[src/hdl/isp_pkg.sv]
// isp_pkg: shared types and constants of the ip stride prefetcher
// controller command and datapath status structs, state encoding, register indexes
// no dependencies
package isp_pkg;

  localparam int FIELD_W    = 48;
  localparam int CONF_W     = 16;
  localparam int THR_W      = 8;
  localparam int DEG_W      = 4;
  localparam int CFG_IDX_W  = 2;
  localparam int CFG_DATA_W = 8;

  localparam logic [CFG_IDX_W-1:0] REG_THRESHOLD = 2'd0;
  localparam logic [CFG_IDX_W-1:0] REG_DEGREE    = 2'd1;
  localparam logic [CFG_IDX_W-1:0] REG_ENABLE    = 2'd2;

  localparam logic [THR_W-1:0] THR_RESET = 8'd2;
  localparam logic [DEG_W-1:0] DEG_RESET = 4'd3;
  localparam logic             EN_RESET  = 1'b1;

  localparam logic [DEG_W-1:0]         MAX_DEG  = 4'd8;
  localparam logic signed [CONF_W-1:0] CONF_MAX = 16'sh7fff;

  typedef enum logic [2:0] {
    ST_CLEAR,
    ST_IDLE,
    ST_SCAN,
    ST_CALC,
    ST_WRITE,
    ST_EMIT
  } state_t;

  typedef struct packed {
    logic clr_en;
    logic load;
    logic scan_en;
    logic calc;
    logic write;
    logic emit;
  } ctrl_cmd_t;

  typedef struct packed {
    logic clr_done;
    logic scan_done;
    logic emit_go;
    logic out_free;
    logic emit_last;
  } dp_stat_t;

endpackage

[src/hdl/isp_ctrl.sv]
// isp_ctrl: sequencing state machine of the ip stride prefetcher
// depends on isp_pkg
module isp_ctrl (
  input  logic               clk,
  input  logic               rst_n,
  input  logic               in_valid,
  output logic               in_stall,
  input  isp_pkg::dp_stat_t  stat,
  output isp_pkg::ctrl_cmd_t cmd
);
  import isp_pkg::*;

  state_t state_r;
  state_t state_nxt;

  always_ff @(posedge clk) begin
    if (!rst_n) begin
      state_r <= ST_CLEAR;
    end else begin
      state_r <= state_nxt;
    end
  end

  always_comb begin
    state_nxt = state_r;
    case (state_r)
      ST_CLEAR: begin
        if (stat.clr_done) state_nxt = ST_IDLE;
      end
      ST_IDLE: begin
        if (in_valid) state_nxt = ST_SCAN;
      end
      ST_SCAN: begin
        if (stat.scan_done) state_nxt = ST_CALC;
      end
      ST_CALC: begin
        state_nxt = ST_WRITE;
      end
      ST_WRITE: begin
        state_nxt = stat.emit_go ? ST_EMIT : ST_IDLE;
      end
      ST_EMIT: begin
        if (stat.out_free && stat.emit_last) state_nxt = ST_IDLE;
      end
      default: begin
        state_nxt = ST_CLEAR;
      end
    endcase
  end

  always_comb begin
    cmd      = '0;
    in_stall = 1'b1;
    case (state_r)
      ST_CLEAR: begin
        cmd.clr_en = !stat.clr_done;
      end
      ST_IDLE: begin
        in_stall = 1'b0;
        cmd.load = in_valid;
      end
      ST_SCAN: begin
        cmd.scan_en = 1'b1;
      end
      ST_CALC: begin
        cmd.calc = 1'b1;
      end
      ST_WRITE: begin
        cmd.write = 1'b1;
      end
      ST_EMIT: begin
        cmd.emit = stat.out_free;
      end
      default: begin
        cmd = '0;
      end
    endcase
  end

endmodule

[config.mk]
export PLATFORM = sky130hd
export DESIGN_NAME = isp_ctrl
export DESIGN_NICKNAME = d
export VERILOG_FILES = /design/src/hdl/isp_pkg.sv /design/src/hdl/isp_ctrl.sv
export SDC_FILE = /design/constraint.sdc
export NUM_CORES = 1
export LEC_CHECK = 0
export BUFFER_PORTS_ARGS = -buffer_cell sky130_fd_sc_hd__buf_2
export CAP_MARGIN = 25
export CORE_AREA = 5 5 42 44
export DETAILED_ROUTE_END_ITERATION = 12
export DIE_AREA = 0 0 47 49
export GPL_TIMING_DRIVEN = 0
export HOLD_SLACK_MARGIN = 0.03
export SYNTH_ARGS = -nofsm -noshare
export SYNTH_HDL_FRONTEND = slang
export SYNTH_SLANG_ARGS = --single-unit
[constraint.sdc]
create_clock -name clk -period 1.38 [get_ports clk]
set_input_delay 0.276 -clock clk [delete_from_list [all_inputs] [get_ports clk]]
set_output_delay 0.276 -clock clk [all_outputs]
set_load 0.005 [all_outputs]
Word-level counts from Yosys, hierarchy flattened
Index checks and enable logic that the tools add are counted.
Cells by class
  reduce and logical (&&, ||, !) cells: 4
  multiplexer cells: 13
  equality and inequality tests: 9
Operators with widths (number)
  case mux 3 bit (6 select lines): 1
  two-way mux 3 bit: 5
  != test 2 bit (second input constant): 4
  two-way mux 1 bit: 7
  == test 3 x 2 -> 1 bit (second input constant): 2
  == test 3 bit (second input constant): 2
  AND reduction 4 bit: 1
  == test 3 x 1 -> 1 bit (second input constant): 1
  zero test 3 bit: 1
  logical AND 1 bit: 1
  zero test 1 bit: 1
Word-level totals
  register bits: 3
  logic and storage cells: 27
  input port bits: 8

Longest topological paths before layout
Gate-level depths: netlist (run 1).
  depth in word-level cells: 3
  gate-level depth with buffers: 4
  mapped depth without buffers: 3

Worst setup path before layout (run 1)
OpenSTA, ideal clock, no wires.
  path type: register -> output
  start: register state_r[0]
  end: output cmd[4] in the netlist's numbering
  setup slack: 0.314 ns
  data arrival time: 0.790 ns
  cell stages (with the launch flop): 4
  required time: 1.104 ns
  buffers on the path: 1
  path through: dfxtp_1 > buf_4 > nor2b_1 > and2_1
RTL lines
  start: declaration: line isp_ctrl.sv:13  | state_t state_r;
  start signal: assignment: line isp_ctrl.sv:20  | state_r <= state_nxt;
  end: declaration: line isp_ctrl.sv:9  | output isp_pkg::ctrl_cmd_t cmd

==> summary by stage, run 1 <==
Run status
The run finished with clean final reports.

Floorplanning
The initial utilization of the core area, before any placement, comes to 0.166. From bottom edge to top edge, the die measures 49 um. In this run the standard cell core region covers between 0.001 and 0.0015 mm2.

Measured along the x axis, the die boundary spans ~47 um. For this design the top-level I/O count stands at 15. The floorplan has 14 rows.

The full die area is 0.00230 mm2.

STA
The setup clock skew after layout is about 0.0016 ns. The final setup violation count is 0. The count of endpoints failing hold in the final timing report is 0. The final worst-path cycle share is 0.973. The worst slew margin relative to its limit is 0.857.

The transition time at the pin with the least slew margin is 0.214 ns. Setup repair after global routing could not meet its margin everywhere. The post-layout worst setup margin is 0.0374 ns. Counting I/O delays and the setup requirement, the final critical path takes 1.34 ns.

Based on the critical path, the design can be clocked at up to 745 MHz. The number of pins exceeding their max-slew limit in the final report was 0.

Global routing
The number of antenna violations at the first check in global routing is 0. The aggregate global routing overflow is 0. The global-route total usage across every layer is 0.0626. The maximum number of pins on one net before global-route repair is 11. The number of global-route vias before repair is 245. The first global-routing pass estimated 1010 um of wire.

Layout
The flip-flop count of the largest register after layout is 3. Relative to the synthesized area, the layout overhead comes to 66.1%. The number of antenna diodes is 0.

Of the cells placed in the final design, the portion with a size suffix greater than 1 is 0.609. In the final layout, the registers with the most flip-flops are state_r x3. The final-layout fill cell count is approximately 170. The most flop-heavy register is state_r. The cell area after layout is slightly below 400 um2. For this run, the post-layout net count is 55.

Power
Dividing total power by cell area gives a power density of about 900 mW/mm2. The share of total power dissipated in combinational logic is 0.265. The fraction of power consumed by sequential logic is 0.291.

The clock group share of total power is 0.444. Of the total power, the share spent switching nets is 0.267. The internal portion of the total power is 255 uW. The power dissipated by switching net loads is roughly 93 uW. VDD sags by at most 290 uV. In this run the static leakage power is 0.000177 uW.

CTS
The clock transition time at the flip-flop clock pins of the worst setup and hold paths is around 0.04 ns. The clock net in this run drives a total of 3 sinks. The buffer levels on the longest clock path is 2.

CTS built an H-tree with a depth of 1. For the worst-skew pair, the clock arrives at the later sink with an insertion delay of ~0.23 ns. The number of buffers inserted to repair setup after CTS is 0.

Buffers inserted to repair hold after CTS numbered 0. Clock tree synthesis inserted a total of 3 buffers. The CTS tree is yes. The cell at the root of the clock tree is sky130_fd_sc_hd__clkbuf_4.

Place
Port buffering added 14 buffers. The instance area at placement is 323 um2. At the end of routability-driven placement, the weighted congestion stood at roughly 0.64. The setup slack at placement is 0.157 ns.

Min path
The worst hold path passes through 2 cells. The path type of the worst min-delay path is input pin to register. The endpoint of the worst hold path is state_r[2]. The hold path startpoint is rst_n.

Worst setup path
The highest net fanout along the worst path is 5. The start of the worst register-to-register path is state_r[0]. The peak per-stage delay on the critical path is 0.31 ns.

The classification of the worst setup path is register to output port. The capturing element type of the critical path is an output port. The data arrival time at the worst-slack endpoint is roughly 1.1 ns.

In this run the critical register-to-register path is captured at state_r[2]. Among all stages on the critical path, the largest delay is contributed by sky130_fd_sc_hd__dfxtp_2. The slack of the worst reg-to-reg path is 0.39 ns. For the worst setup path, the data required time is around 1.1 ns. The sum of buffers and inverters on the critical path is 2. Walking the worst path, the cells encountered are buf_6 > nor2b_4 > and2_1 > buf_2. The critical path startpoint is state_r[0]. The worst register-to-register path has a depth of 4.

Grouping stages by cell kind, the critical path spends the most delay in flip-flops. The kind of start point of the critical path is a register.

Routing
The per-cell routed wire length is 10.3 um. For this block, the initial DRC count from the detailed router was 6. For this block, the via count after detailed routing is 262.

The final antenna-violating net count is 0. The detailed-route vias per instance is between 4 and 5. The routed wire length is approximately 640 um.

The pre-antenna-repair detailed-routing pass consisted of 4 iterations. After detailed routing, the number of remaining DRC violations is 0.

Synthesis
The share of the Yosys chip area taken by registers is 0.258. After synthesis the netlist holds a flip-flop and latch count of 3. The number of standard cells after synthesis is 26. The number of nets in the synthesized netlist is 34. The post-synth design cell area is between 200 and 250 um2. The synthesis warning total is 0. The synthesized area per cell is 8.95 um2. The synthesized netlist contains 18 unique library cells.

Flow run
Max-cap violations in this run came to 0.
-- worst max path at each step --
stage | to | slack [ns] | cells after the start
finish | cmd[2] | 0.04 | 4
global route | cmd[4] | -0.04 | 4
CTS | cmd[5] | 0.001 | 3
detailed placement | cmd[2] | 0.16 | 4
global placement | cmd[4] | 0.17 | 4
floorplan | cmd[4] | 0.31 | 3
-- layout by cell type (no fill, tap or decap) --
master	Yosys	layout
sky130_fd_sc_hd__clkbuf_4	0	3
sky130_fd_sc_hd__a22oi_1	1	1
sky130_fd_sc_hd__nor3b_4	1	1
sky130_fd_sc_hd__dfxtp_4	0	1
sky130_fd_sc_hd__mux2i_1	1	1
sky130_fd_sc_hd__nor2_1	1	1
sky130_fd_sc_hd__and4b_1	1	1
sky130_fd_sc_hd__a21boi_2	1	1
sky130_fd_sc_hd__buf_6	0	2
sky130_fd_sc_hd__o21bai_1	1	1
sky130_fd_sc_hd__nor3b_1	2	2
sky130_fd_sc_hd__a21boi_1	1	1
sky130_fd_sc_hd__nor2b_4	0	1
sky130_fd_sc_hd__nor4_2	0	1
sky130_fd_sc_hd__a21oi_1	1	1
sky130_fd_sc_hd__and2_1	3	3
sky130_fd_sc_hd__nand2b_1	1	1
sky130_fd_sc_hd__clkbuf_1	0	1
sky130_fd_sc_hd__nand3_1	1	1
sky130_fd_sc_hd__buf_2	0	16
sky130_fd_sc_hd__nor2b_1	3	2
sky130_fd_sc_hd__a31oi_1	1	1
sky130_fd_sc_hd__dfxtp_2	0	2
-- cell usage after synthesis (all sizes together) --
cell	number	area share
a31oi	1	0.027
nand2b	1	0.027
o21bai	1	0.032
buf	2	0.064
nor3b	3	0.15
nor2	1	0.016
nor2b	3	0.081
and4b	1	0.043
a22oi	1	0.032
nor4	1	0.027
and2	3	0.081
mux2i	1	0.043
a21oi	1	0.021
dfxtp	3	0.26
nand3	1	0.021
a21boi	2	0.081
-- through the flow --
stage / hold WS [ns] / cells / setup TNS, ns / power [uW] / util
finish: 0.306 / 62 / 0 / 349 / 0.276
global route: 0.320 / 62 / -0.106 / 380 / 0.276
CTS: 0.305 / 60 / 0 / 346 / 0.259
detailed placement: 0.547 / 56 / 0 / 179 / 0.230
global placement: 0.551 / 56 / 0 / 179 / 0.230
floorplan: 0.426 / 26 / 0 / 150 / -
-- area by class of cell --
class	count	area [um2]	share of cell area
Tap cell	16	20.0	0.0518
Multi-Input combinational cell	21	171	0.443
Timing Repair Buffer	16	80.1	0.207
Sequential cell	3	66.3	0.172
Buffer	2	22.5	0.0583
Clock buffer	4	26.3	0.0680
-- logic make-up after synthesis --
group / synth area share
buffers and inverters: 0.0645
AO/OA/AOI/OAI: 0.194
AND/OR/NAND/NOR: 0.441
flip-flops: 0.258
multiplexers: 0.0430
-- power groups by stage --
stage               Clock, uW  Combinational [uW]  Sequential, uW
floorplan                   0                51.2            98.5
global placement            0                79.0            99.5
detailed placement          0                79.4            99.8
CTS                       160                85.4            99.9
global route              174                 103             102
finish                    155                92.3             101
-- routing by layer --
metal  up-vias  part of all wire  global-route usage
li1        134                 -                   -
met1       116              0.38              0.0746
met2        12              0.50              0.0769
met3         0              0.12              0.0443
met4         0                 0              0.0415
met5         -                 0                   0
-- what timing repair did --
action                                 in CTS  in global routing
resized for setup                           5                  4
endpoints found under the hold margin       0                  0
gates cloned                                0                  2
pin swaps                                   0                  0
setup endpoints to repair                   5                  4
-- worst reg2reg max path, stage by stage, from the launching register on --
cell and delay (ns):
sky130_fd_sc_hd__dfxtp_2 0.31, sky130_fd_sc_hd__buf_6 0.13, sky130_fd_sc_hd__nor2b_4 0.13, sky130_fd_sc_hd__a22oi_1 0.23, sky130_fd_sc_hd__a21boi_2 0.08
No activity file was read; power rests on OpenSTA's default activity.
==> inputs of run 2 (changes only) <==
--- a/config.mk
+++ b/config.mk
@@ -7,11 +7,14 @@
 export LEC_CHECK = 0
 export BUFFER_PORTS_ARGS = -buffer_cell sky130_fd_sc_hd__buf_2
 export CAP_MARGIN = 25
+export CELL_PAD_IN_SITES_DETAIL_PLACEMENT = 0
+export CELL_PAD_IN_SITES_GLOBAL_PLACEMENT = 1
 export CORE_AREA = 5 5 42 44
 export DETAILED_ROUTE_END_ITERATION = 12
 export DIE_AREA = 0 0 47 49
 export GPL_TIMING_DRIVEN = 0
 export HOLD_SLACK_MARGIN = 0.03
+export PLACE_DENSITY_LB_ADDON = 0.1
 export SYNTH_ARGS = -nofsm -noshare
 export SYNTH_HDL_FRONTEND = slang
 export SYNTH_SLANG_ARGS = --single-unit
==> summary by stage, run 2 (synthesis results as in run 1) <==
Run status
The flow ran to the end, and the final reports show no timing, DRC or antenna violations.

Floorplanning
The horizontal extent of the die is roughly 47 um. The initialized floorplan defines 14 standard-cell rows. The full die area is approximately 0.0023 mm2. The die is roughly 50 um tall.

The effective utilization at floorplan is 0.166. After floorplanning, the core was sized to cover 0.00140 mm2. In this run the count of I/O pins placed on the die edge is 15.

Power
In this run the static leakage power is 0.000179 uW. The worst IR drop on VDD is 365 uV. The power per unit of standard cell area is 884 mW/mm2.

Worst setup path
STA classifies the critical path startpoint as a register. Data on the critical path arrives at its endpoint at 1.07 ns. The worst path required time is between 1 and 1.5 ns. The highest net fanout along the worst path is 8.

The capturing element type of the critical path is an output port. The slowest stage of the critical path is the sky130_fd_sc_hd__dfxtp_2 cell. The peak per-stage delay on the critical path is 0.30 ns. The critical path goes through buf_6 > nor4_2 > buf_2.

Tracing the worst setup path back leads to its startpoint at state_r[0]. The start of the worst register-to-register path is state_r[0]. The critical path in this run is classified as register to output port.

Global routing
The number of antenna violations at the first check in global routing was 0. The aggregate global routing overflow is 0. The global-route total usage across every layer is 0.0591. The maximum number of pins on one net before global-route repair is 11. The first global-routing pass estimated 966 um of wire.

The number of global-route vias before repair was approximately 250.

Layout
Relative to the synthesized area, the layout overhead comes to 72.0%. The register with the most flip-flops in the layout has 3 of them. The library cells used most frequently in the layout, excluding fill and tap cells, are sky130_fd_sc_hd__buf_2, sky130_fd_sc_hd__buf_6, sky130_fd_sc_hd__clkbuf_4. The most flop-heavy register is state_r. Of the cells placed in the final design, the portion with a size suffix greater than 1 is 0.630. The utilization after layout is 0.286. The largest registers in the layout are state_r x3. The most common library cell in the layout ignoring fill and taps is sky130_fd_sc_hd__buf_2. After the flow finishes, the layout carries non-filler instances totaling 62. The number of antenna diodes in the final layout is 0. The number of nets in the finished design is 55.

Min path
The hold path startpoint is rst_n. The path type of the worst min-delay path is input pin to register.

CTS
The clock transition time at the flip-flop clock pins of the worst setup and hold paths is roughly 0.04 ns. The CTS tree is yes. The total number of clock tree sinks is 3. The cell at the root of the clock tree is sky130_fd_sc_hd__clkbuf_4. The number of buffers added by the clock tree synthesis step is 3. The quantity of hold-fixing buffers added after cts is 0.

In this run the deepest clock path goes through 2 buffers. The clock latency of the later-clocked register in the worst-skew pair is 0.23 ns. The number of levels in the clock H-tree is 1.

Flow run
The number of max-cap violations is 0.

STA
The final setup violation count is 0. The number of pins exceeding their max-slew limit in the final report is 0. The count of endpoints failing hold in the final timing report is 0.

The setup clock skew after layout is 0.000355 ns. At the pin with the least slew margin, the transition time is 0.218 ns. Of the available clock period, the critical path in the final layout requires 0.977.

The worst path in the final design needs a cycle of 1.35 ns, including I/O delays and setup. Hold is met by 0.322 ns. The worst slew margin relative to its limit is 0.855. Setup repair after global routing could not meet its margin everywhere. Derived from the worst setup path, the maximum achievable clock frequency is around 740 MHz.

Place
Buffers placed on the I/O ports in this run total 14. The HPWL after detailed placement is just over 500 um. The final estimated routing congestion in global placement is 0.659. Counting tap cells, the placed design contains a total of 56 instances.

Routing
After detailed routing, the total wire length is 652 um. For this block, the via count after detailed routing is 260. In the routed layout, each cell is associated on average with a via count of 4.19. The per-cell routed wire length is 10.5 um. For this block, the initial DRC count from the detailed router was 2.

In this run the remaining antenna-violating nets after routing total 0. For this run, design rule violations remaining after detail routing come to 0. The number of detailed-route iterations in the first pass is 2.
[run 2: cell count changes in the layout (fill, tap and decap cells not counted)]
cell | before | now
sky130_fd_sc_hd__buf_4 | 0 | 2
sky130_fd_sc_hd__buf_2 | 16 | 13
sky130_fd_sc_hd__buf_6 | 2 | 3
sky130_fd_sc_hd__and2_4 | 0 | 1
sky130_fd_sc_hd__and2_1 | 3 | 2
[run 2: timing repair]
action	4_1_cts	5_1_grt
endpoints found under the setup margin	5	4
buffers inserted	0	2
pin swaps	0	3
resized for setup	7	4
[run 2: worst paths after layout]
check                           slack (ns)         end  cells past startpoint
worst max-delay path                  0.03      cmd[5]                      3
worst min-delay path                  0.32  state_r[0]                      2
worst max register to register        0.39  state_r[2]                      4
worst min register to register        0.54  state_r[1]                      1
[run 2: per-layer routing]
| metal | routed length [um] | track usage |
|---|---|---|
| met5 | 0 | 0 |
| met4 | 0 | 0.0553 |
| met3 | 94 | 0.0221 |
| met2 | 276 | 0.0724 |
| met1 | 282 | 0.0746 |
[run 2: metrics by stage]
step	total power [uW]	setup TNS (ns)	instance area, um2	setup slack, ns
after global placement	181	0	323	0.161
after CTS	352	0	373	0.00877
after detailed placement	181	0	323	0.148
after floorplan	150	0	233	0.314
after global routing	384	-0.0437	400	-0.0152
final	354	0	400	0.0319
[run 2: cell type report]
type                            instances  area, um2
Sequential cell                         3       66.3
Timing Repair Buffer                   16       91.3
Clock buffer                            4       26.3
Buffer                                  2       22.5
Tap cell                               16       20.0
Multi-Input combinational cell         21        174
Fill cell                             173       1000
[run 2: report_power, final]
group / internal [uW] / switching, uW / leakage [uW]
Combinational: 61.0 / 41.3 / 0.000138
Sequential: 93.6 / 6.42 / 0.0000261
Clock: 108 / 43.4 / 0.0000150
Total: 263 / 91.1 / 0.000179
[run 2: worst max-delay path, delay by kind of cell, from the launching register on]
kind / cells / cell delay, ns
DFF: 1 / 0.30
buffers and inverters: 2 / 0.28
and+or+nand+nor: 1 / 0.26
